File: src/rtl/ssns_pkg.sv
// shared constants and types for the seven segment number scan block
package ssns_pkg;

    localparam int MAX_DISPLAYS = 8;
    localparam int NUMBER_W     = 32;
    localparam int FRAC_BITS    = 8;
    localparam int BCD_DIGITS   = 17;
    localparam int BCD_W        = 4 * BCD_DIGITS;
    localparam int POS_W        = 3;
    localparam int SYM_W        = 4;
    localparam int DP_W         = 3;
    localparam int COUNT_W      = 4;
    localparam int CFG_IDX_W    = 2;
    localparam int CFG_DATA_W   = 4;
    localparam int STEP_W       = 5;

    localparam logic [SYM_W-1:0]     SYM_MINUS = 4'd10;

    localparam logic [CFG_IDX_W-1:0] CFG_DISPLAY_COUNT  = 2'd0;
    localparam logic [CFG_IDX_W-1:0] CFG_DECIMAL_PLACES = 2'd1;
    localparam logic [CFG_IDX_W-1:0] CFG_ZERO_PAD       = 2'd2;

    localparam logic [COUNT_W-1:0]   DISPLAY_COUNT_RESET = 4'd2;

    typedef struct packed {
        logic start;
        logic shift;
    } conv_ctrl_t;

endpackage

File: src/rtl/seven_segment_number_scan_top.sv
// top level: config registers, scan sequencer and registered slot output
// a value is converted in turn by the bit-serial binary to bcd build, the decimal_places
// scaling and the halving, then one slot a cycle is given while out_stall is low
// a new value is held off by in_stall while the bit-serial decimal conversion and the
// slots of the last value run; a new value is taken while the last slot waits
// a display count of zero takes the value and gives no slots
// reset: asynchronous, active low; display_count 2, decimal_places 0, zero_pad 0
module seven_segment_number_scan_top (
    input  logic                                  clk,
    input  logic                                  rst_n,
    input  logic                                  cfg_valid,
    output logic                                  cfg_ready,
    input  logic [ssns_pkg::CFG_IDX_W-1:0]        cfg_index,
    input  logic [ssns_pkg::CFG_DATA_W-1:0]       cfg_data,
    input  logic                                  in_valid,
    output logic                                  in_stall,
    input  logic signed [ssns_pkg::NUMBER_W-1:0]  number,
    output logic                                  out_valid,
    input  logic                                  out_stall,
    output logic [ssns_pkg::POS_W-1:0]            position,
    output logic [ssns_pkg::SYM_W-1:0]            symbol,
    output logic                                  point,
    output logic                                  final_slot
);
    import ssns_pkg::*;

    typedef enum logic [1:0] {
        S_IDLE,
        S_CONV,
        S_EMIT
    } scan_state_t;

    scan_state_t          state_reg;
    logic [COUNT_W-1:0]   display_count_reg;
    logic [DP_W-1:0]      decimal_places_reg;
    logic                 zero_pad_reg;
    logic                 neg_reg;
    logic [POS_W-1:0]     pos_reg;
    logic                 out_valid_reg;
    logic [POS_W-1:0]     position_reg;
    logic [SYM_W-1:0]     symbol_reg;
    logic                 point_reg;
    logic                 final_reg;

    conv_ctrl_t           ctrl;
    logic                 conv_done;
    logic [BCD_W-1:0]     bcd;
    logic [NUMBER_W-1:0]  mag;
    logic                 in_take;
    logic                 can_load;
    logic [COUNT_W-1:0]   count;
    logic [COUNT_W-1:0]   pos_inc;
    logic                 last;
    logic                 beyond;
    logic                 after_zero;
    logic                 next_break;
    logic [SYM_W-1:0]     sym_next;
    logic                 point_next;
    logic                 final_next;
    logic                 shift_next;

    assign cfg_ready = 1'b1;
    assign in_stall  = (state_reg != S_IDLE);
    assign in_take   = in_valid && !in_stall;
    assign mag       = number[NUMBER_W-1] ? (NUMBER_W'(0) - NUMBER_W'(number))
                                          : NUMBER_W'(number);
    assign count     = (display_count_reg > COUNT_W'(MAX_DISPLAYS))
                     ? COUNT_W'(MAX_DISPLAYS) : display_count_reg;
    assign can_load  = (state_reg == S_EMIT) && (!out_valid_reg || !out_stall);

    // slot selection
    always_comb
    begin
        pos_inc    = {1'b0, pos_reg} + 1'b1;
        last       = (pos_inc == count);
        beyond     = (bcd == '0) && (pos_reg > decimal_places_reg);
        sym_next   = bcd[SYM_W-1:0];
        point_next = 1'b0;
        shift_next = 1'b0;
        if (beyond)
        begin
            if (neg_reg && (!zero_pad_reg || last))
            begin
                sym_next = SYM_MINUS;
            end
            else
            begin
                sym_next = '0;
            end
        end
        else
        begin
            shift_next = 1'b1;
            point_next = (decimal_places_reg != '0) && (pos_reg == decimal_places_reg);
        end
        after_zero = shift_next ? (bcd[BCD_W-1:4] == '0) : 1'b1;
        next_break = !zero_pad_reg && !neg_reg && after_zero
                  && (pos_inc > {1'b0, decimal_places_reg});
        final_next = last || ((sym_next == SYM_MINUS) && !zero_pad_reg) || next_break;
    end

    assign ctrl = '{start: in_take && (count != '0), shift: can_load && shift_next};

    ssns_conv u_conv (
        .clk      (clk),
        .rst_n    (rst_n),
        .ctrl     (ctrl),
        .mag      (mag),
        .decimals (decimal_places_reg),
        .done     (conv_done),
        .bcd      (bcd)
    );

    // config registers
    always_ff @(posedge clk or negedge rst_n)
    begin
        if (!rst_n)
        begin
            display_count_reg  <= DISPLAY_COUNT_RESET;
            decimal_places_reg <= '0;
            zero_pad_reg       <= 1'b0;
        end
        else if (cfg_valid && cfg_ready)
        begin
            case (cfg_index)
                CFG_DISPLAY_COUNT:  display_count_reg  <= cfg_data[COUNT_W-1:0];
                CFG_DECIMAL_PLACES: decimal_places_reg <= cfg_data[DP_W-1:0];
                CFG_ZERO_PAD:       zero_pad_reg       <= cfg_data[0];
                default:            zero_pad_reg       <= zero_pad_reg;
            endcase
        end
    end

    // scan sequencer and output word
    always_ff @(posedge clk or negedge rst_n)
    begin
        if (!rst_n)
        begin
            state_reg     <= S_IDLE;
            out_valid_reg <= 1'b0;
            neg_reg       <= 1'b0;
            pos_reg       <= '0;
            position_reg  <= '0;
            symbol_reg    <= '0;
            point_reg     <= 1'b0;
            final_reg     <= 1'b0;
        end
        else
        begin
            if (out_valid_reg && !out_stall && !can_load)
            begin
                out_valid_reg <= 1'b0;
            end
            case (state_reg)
                S_IDLE:
                begin
                    if (ctrl.start)
                    begin
                        state_reg <= S_CONV;
                        neg_reg   <= number[NUMBER_W-1];
                    end
                end
                S_CONV:
                begin
                    if (conv_done)
                    begin
                        state_reg <= S_EMIT;
                        pos_reg   <= '0;
                    end
                end
                S_EMIT:
                begin
                    if (can_load)
                    begin
                        out_valid_reg <= 1'b1;
                        position_reg  <= pos_reg;
                        symbol_reg    <= sym_next;
                        point_reg     <= point_next;
                        final_reg     <= final_next;
                        pos_reg       <= pos_reg + 1'b1;
                        if (final_next)
                        begin
                            state_reg <= S_IDLE;
                        end
                    end
                end
                default:
                begin
                    state_reg <= S_IDLE;
                end
            endcase
        end
    end

    assign out_valid  = out_valid_reg;
    assign position   = position_reg;
    assign symbol     = symbol_reg;
    assign point      = point_reg;
    assign final_slot = final_reg;

endmodule

File: src/rtl/ssns_conv.sv
// magnitude to scaled decimal digits: bit-serial bcd build, digit shifts, bcd halving
module ssns_conv (
    input  logic                              clk,
    input  logic                              rst_n,
    input  ssns_pkg::conv_ctrl_t              ctrl,
    input  logic [ssns_pkg::NUMBER_W-1:0]     mag,
    input  logic [ssns_pkg::DP_W-1:0]         decimals,
    output logic                              done,
    output logic [ssns_pkg::BCD_W-1:0]        bcd
);
    import ssns_pkg::*;

    typedef enum logic [1:0] {
        C_IDLE,
        C_BIN,
        C_SCALE,
        C_HALVE
    } conv_state_t;

    conv_state_t             state_reg;
    logic [STEP_W-1:0]       step_reg;
    logic                    done_reg;
    logic [NUMBER_W-1:0]     bin_reg;
    logic [BCD_W-1:0]        bcd_reg;
    logic [BCD_W-1:0]        adj_next;
    logic [BCD_W-1:0]        half_next;

    // add three to every digit of five or more before the doubling shift
    always_comb
    begin
        for (int k = 0; k < BCD_DIGITS; k++)
        begin
            if (bcd_reg[4*k +: 4] >= 4'd5)
            begin
                adj_next[4*k +: 4] = bcd_reg[4*k +: 4] + 4'd3;
            end
            else
            begin
                adj_next[4*k +: 4] = bcd_reg[4*k +: 4];
            end
        end
    end

    // divide by two: each digit halves and takes five from an odd digit above
    always_comb
    begin
        for (int k = 0; k < BCD_DIGITS; k++)
        begin
            if (k < BCD_DIGITS - 1)
            begin
                half_next[4*k +: 4] = {1'b0, bcd_reg[4*k+1 +: 3]}
                                    + (bcd_reg[4*(k+1)] ? 4'd5 : 4'd0);
            end
            else
            begin
                half_next[4*k +: 4] = {1'b0, bcd_reg[4*k+1 +: 3]};
            end
        end
    end

    always_ff @(posedge clk or negedge rst_n)
    begin
        if (!rst_n)
        begin
            state_reg <= C_IDLE;
            step_reg  <= '0;
            done_reg  <= 1'b0;
        end
        else
        begin
            done_reg <= 1'b0;
            case (state_reg)
                C_IDLE:
                begin
                    if (ctrl.start)
                    begin
                        state_reg <= C_BIN;
                        step_reg  <= STEP_W'(NUMBER_W - 1);
                    end
                end
                C_BIN:
                begin
                    if (step_reg == '0)
                    begin
                        if (decimals != '0)
                        begin
                            state_reg <= C_SCALE;
                            step_reg  <= STEP_W'(decimals);
                        end
                        else
                        begin
                            state_reg <= C_HALVE;
                            step_reg  <= STEP_W'(FRAC_BITS - 1);
                        end
                    end
                    else
                    begin
                        step_reg <= step_reg - 1'b1;
                    end
                end
                C_SCALE:
                begin
                    if (step_reg == STEP_W'(1))
                    begin
                        state_reg <= C_HALVE;
                        step_reg  <= STEP_W'(FRAC_BITS - 1);
                    end
                    else
                    begin
                        step_reg <= step_reg - 1'b1;
                    end
                end
                C_HALVE:
                begin
                    if (step_reg == '0)
                    begin
                        state_reg <= C_IDLE;
                        done_reg  <= 1'b1;
                    end
                    else
                    begin
                        step_reg <= step_reg - 1'b1;
                    end
                end
                default:
                begin
                    state_reg <= C_IDLE;
                end
            endcase
        end
    end

    // digit datapath
    always_ff @(posedge clk)
    begin
        case (state_reg)
            C_IDLE:
            begin
                if (ctrl.start)
                begin
                    bin_reg <= mag;
                    bcd_reg <= '0;
                end
                else if (ctrl.shift)
                begin
                    bcd_reg <= {4'd0, bcd_reg[BCD_W-1:4]};
                end
            end
            C_BIN:
            begin
                bcd_reg <= {adj_next[BCD_W-2:0], bin_reg[NUMBER_W-1]};
                bin_reg <= {bin_reg[NUMBER_W-2:0], 1'b0};
            end
            C_SCALE:
            begin
                bcd_reg <= {bcd_reg[BCD_W-5:0], 4'd0};
            end
            C_HALVE:
            begin
                bcd_reg <= half_next;
            end
            default:
            begin
                bcd_reg <= bcd_reg;
            end
        endcase
    end

    assign done = done_reg;
    assign bcd  = bcd_reg;

endmodule

File: config.mk
export PLATFORM = sky130hd
export DESIGN_NAME = seven_segment_number_scan_top
export DESIGN_NICKNAME = d
export VERILOG_FILES = /design/src/rtl/ssns_pkg.sv /design/src/rtl/seven_segment_number_scan_top.sv /design/src/rtl/ssns_conv.sv
export SDC_FILE = /design/constraint.sdc
export NUM_CORES = 1
export LEC_CHECK = 0
export ABC_CLOCK_PERIOD_IN_PS = 5000
export BUFFER_PORTS_ARGS = -buffer_cell sky130_fd_sc_hd__buf_2
export CORE_MARGIN = 3
export CORE_UTILIZATION = 45
export DETAILED_ROUTE_END_ITERATION = 16
export GPL_ROUTABILITY_DRIVEN = 1
export HOLD_SLACK_MARGIN = 0.06
export SLEW_MARGIN = 5
export SYNTH_ARGS = -nofsm -noshare
export SYNTH_HDL_FRONTEND = slang
export SYNTH_HIERARCHICAL = 1
export SYNTH_SLANG_ARGS = --single-unit
File: constraint.sdc
create_clock -name clk -period 5 [get_ports clk]
set_clock_uncertainty 0.2 [all_clocks]
set_input_delay 0.5 -clock clk [delete_from_list [all_inputs] [get_ports clk]]
set_output_delay 0.5 -clock clk [all_outputs]
set_load 0.02 [all_outputs]
# [Word-level counts from Yosys, hierarchy flattened]
# Index checks and enable logic that the tools add are counted.
# Widths: inputs -> output; s select.
[op_classes] addsub=37 n_mux=69 order_cmp=20 n_eq_ne=21 reduce_logical=44
[op_table] operator="$pmux 68 s4" n=1
[op_table] operator="$mux 68" n=2
[op_table] operator="$mux 4" n=19
[op_table] operator="$ge 4x3->1 const B" n=17
[op_table] operator="$logic_not 68->1" n=1
[op_table] operator="$add 3x4->4" n=16
[op_table] operator="$add 4x2->4 const B" n=16
[op_table] operator="$logic_not 64->1" n=1
[op_table] operator="$mux 32" n=2
[op_table] operator="$pmux 32 s2" n=1
[op_table] operator="$mux 3" n=20
[op_table] operator="$sub 1x32->32 const A" n=1
[op_table] operator="$mux 5" n=4
[op_table] operator="$pmux 5 s4" n=1
[op_table] operator="$mux 2" n=7
[op_table] operator="$reduce_and 2->1" n=7
[op_table] operator="$logic_and 1x1->1" n=13
[op_table] operator="$ne 2x2->1 const B" n=5
[op_table] operator="$mux 1" n=9
[op_table] operator="$eq 2x2->1 const B" n=4
[op_table] operator="$ne 2x1->1 const B" n=4
[op_table] operator="$pmux 2 s4" n=1
[op_table] operator="$reduce_and 4->1" n=2
[op_table] operator="$eq 2x1->1 const B" n=3
[op_table] operator="other kinds (22)" n=34
[word_totals] output_inout_bits=12 word_cells=207 regBits=132 input_bits=43

# [Depth between registers and ports, before layout]
[logic_depth] depth_word=14 mapped_depth=9 ltp_nobuf=8

# [Cells and area by module]
# The synthesis kept the hierarchy.
[by_module_without_submodules] module="ssns_conv" seq_area_each_um2=3203.1 instances=1 cells_per_inst=847 area_each_um2=8333.0
[by_module_without_submodules] module="seven_segment_number_scan_top" seq_area_each_um2=601.8 instances=1 cells_per_inst=243 area_each_um2=2199.6

# [Least setup slack after synthesis]
# No wires, ideal clock.
[synth_timing] path_type="flip-flop to flip-flop" start="reg, netlist name state_reg[1]" end="reg u_conv.bin_reg[0], enable pin" arrival_ns=4.004 stages_incl_launch_ff=9 path_slack_ns=0.331 period_less_slack_ns=4.669 t_required_ns=4.334 path_cell_list="dfrtp_1 nor2_1 nand2_1 a21oi_1 clkbuf_1 clkinv_1 clkbuf_1 clkbuf_1 o21ai_0"
[synth_lines] item="to (signal assigned)" line_no="ssns_conv.sv:141" rtl="bin_reg <= mag;"
[synth_lines] item="to (signal assigned)" line_no="ssns_conv.sv:152" rtl="bin_reg <= {bin_reg[NUMBER_W-2:0], 1'b0};"
[synth_lines] item="to (decl)" line_no="ssns_conv.sv:23" rtl="logic [NUMBER_W-1:0] bin_reg;"

==> metrics.md <==
| Metric | Value |
|---|---|
| Total track usage | `0.206` |
| Final weighted congestion in routability-driven placement | `~0.84` |
| Post-Route WL | `26.2 mm` |
| Post-placement cell count | `1410` |
| CTS Buf Count | `17` |
| Sw frac | `0.446` |
| #FFs+latches synth | `~130` |
| RSZ-0062 raised after global routing | `false` |
| First-pass GRT wire length | `43.4 mm` |
| Clock power share | `0.143` |
| Post-synth top flop | `edfxtp_1` |
| DR WL/cell | `18.1 um` |
| Most frequent cells in the layout | `109 x a21oi_1, 107 x o21ai_0, 100 x edfxtp_1` |
| Routing usage on met1 | `0.296` |
| CP Launch Type | `flip-flop` |
| Critical Path RT | `about 4.7 ns` |
| Sequential share of the synthesized area | `0.361` |
| Violation count after the first detailed-routing iteration | `776` |
| ANT nets after route | `0` |
| Top post-synthesis cells by area | `edfxtp_1 29%, ha_1 12%, dfrtp_1 7.4%` |
| Core ar. | `22800 um2` |
| Die X | `~160 um` |
| Max_slew headroom | `0.314` |
| Root Driver | `clkbuf_16` |
| Mapped Area | `approximately 11000 um2` |
| Final setup violating endpoints | `0` |
| Number of global-route vias before repair | `8390` |
| Syn-to-layout area delta | `10.9%` |
| GR met3 Demand/Resource | `0.0336` |
| Max_cap viols | `0` |
| Antenna cells | `0` |
| Max Clk Rate | `0.293 GHz` |
| Critical Path End Type | `flip-flop` |
| Area leader, netlist | `edfxtp_1` |
| Die area | `25300 um2` |
| Clock Path Buffers | `2` |
| DR vias | `about 8500` |
| Total gr overflow | `0` |
| Clock slew at reported path FFs | `0.06 ns` |
| Synth Warn # | `6` |
| Combinational power share | `0.529` |
| Crit path time final | `roughly 3.4 ns` |
| Arrival @ worst endpoint | `about 3.2 ns` |
| Run status | `finished, final reports clean` |
| H-tree levels | `4` |
| Sw Pwr | `3.83 mW` |
| NumNets Final | `roughly 1300` |
| Busiest metal layer after global routing | `met2` |
| Share of the synthesized area in the top cell type | `0.285` |
| HPWL after DPL | `between 15 and 20 mm` |
| Initial Util | `0.461` |
| DRC | `0` |
| PostCTS Resize Cnt | `0` |
| Most common cell after layout, fill and taps aside | `a21oi_1` |
| Min-Delay Path Class | `in -> reg` |
| Yosys cell types | `75` |
| Synth Net Count | `1230` |
| R2R setup slack | `1.59 ns` |
| Post-synth ARST share | `0.242` |
| Cells after Synth | `around 1100` |
| Final hold violations | `0` |
| Pre-antenna DRT Iters | `6` |
| Die height | `approximately 160 um` |
| IO Port Bufs | `53` |
| Number of cell rows | `between 50 and 60` |
| Critical path peak fanout | `68` |
| Internal power | `roughly 4.8 mW` |
| Fin cells | `between 1000 and 1500` |
| TritonCTS Sinks | `about 130` |
| Power per Cell Area | `about 740 nW/um2` |
| Slew Viols, Final | `0` |
| Syn Area/Cell | `9.66 um2` |
| Pleak | `around 4.6 nW` |
| Kind of critical path | `reg -> reg` |
| Sequential share of power | `0.328` |
| Max reg flops | `68` |
| Clk_lat worst skew | `roughly 0.42 ns` |
| Worst vdd ir | `around 0.00034 V` |
| Initial antenna violation count | `0` |
| Slew at the pin with the worst max-slew slack | `roughly 1.0 ns` |
| Number of vias per cell | `between 5 and 6` |
| Largest net degree at the start of global routing | `about 70` |
| Fraction of layout cells with a size suffix above 1 | `0.172` |
| IO Pins | `55` |
| Post-route setup TNS | `0 ns` |
| Clock tree from TritonCTS | `yes` |
| Utilization after layout | `0.511` |
| Post-synth EDFFs | `100` |
| Final period util | `0.683` |
| GR Layer Usage met2 | `0.329` |
what timing repair did:
action | CTS | global route
buffers inserted | 0 | 0
endpoints found under the hold margin | 31 | 0
hold buffers | 1 | 0
synthesized netlist by cell type, drive strengths merged (20+ instances only):
library cell  count
o21ai           116
a21oi           110
edfxtp          100
ha               97
nand2            93
inv              54
mux2             52
xnor2            47
clkbuf           43
nand2b           39
dfrtp            31
a221oi           25
xor2             20
cell type report:
type	instances	area, um2
Timing Repair Buffer	64	350
Tap cell	313	392
Sequential cell	132	3800
Inverter	55	206
Fill cell	2129	11200
Clock inverter	12	119
Clock buffer	20	458
Multi-Input combinational cell	847	6350
per-stage QoR:
step	total power, mW	hold WS (ns)	cell area [um2]	setup WS (ns)
2_1_floorplan	6.06	0.00441	10500	0.331
3_3_place_gp	7.30	0.264	11100	1.66
3_5_place_dp	7.31	0.267	11100	1.65
4_1_cts	8.58	0.0963	11700	1.63
5_1_grt	9.33	0.106	11700	1.46
6_report	8.59	0.114	11700	1.59
metal layers:
layer / routed length (um) / part of all wire
met1: 12900 / 0.49
met2: 11900 / 0.46
met3: 1130 / 0.043
met4: 247 / 0.0094
met5: 0 / 0
path summary, 6_finish.rpt:
| kind | from | end | cells past startpoint |
|---|---|---|---|
| max | u_conv/bcd[50] | u_conv/bcd[45] | 5 |
| min reg2reg | position[0] | position[0] | 2 |
| max in group asynchronous | rst_n | symbol[0] | 2 |
| min in group asynchronous | rst_n | display_count_reg[2] | 2 |
| min | cfg_data[3] | display_count_reg[3] | 2 |
| max reg2reg | u_conv/bcd[50] | u_conv/bcd[45] | 5 |
power groups by stage:
stage                     logic, mW  clock network (mW)  registers [mW]
final                          4.54                1.23            2.81
after global routing           5.09                1.32            2.92
after CTS                      4.52                1.26            2.80
after detailed placement       4.48                   0            2.82
after global placement         4.52                   0            2.78
after floorplan                3.43                   0            2.63
worst max-delay path, cell delays in order, from the launching register on:
cell and delay (ns):
edfxtp_1 0.52, nor4_1 0.48, nand4_1 0.27, nor4_1 0.57
a21oi_1 0.17, nand2b_4 0.67
cell families after synthesis:
group / Yosys count / share of synthesized area
xor gates and xnor gates: 67 / 0.0557
other: 1 / 0.000356
AOI/OAI and AO/OA: 369 / 0.230
and+or+nand+nor: 258 / 0.139
adders and majority gates: 97 / 0.115
muxes: 55 / 0.0584
buffers and inverters: 111 / 0.0400
DFF: 132 / 0.361
No activity file was read; power rests on OpenSTA's default activity.
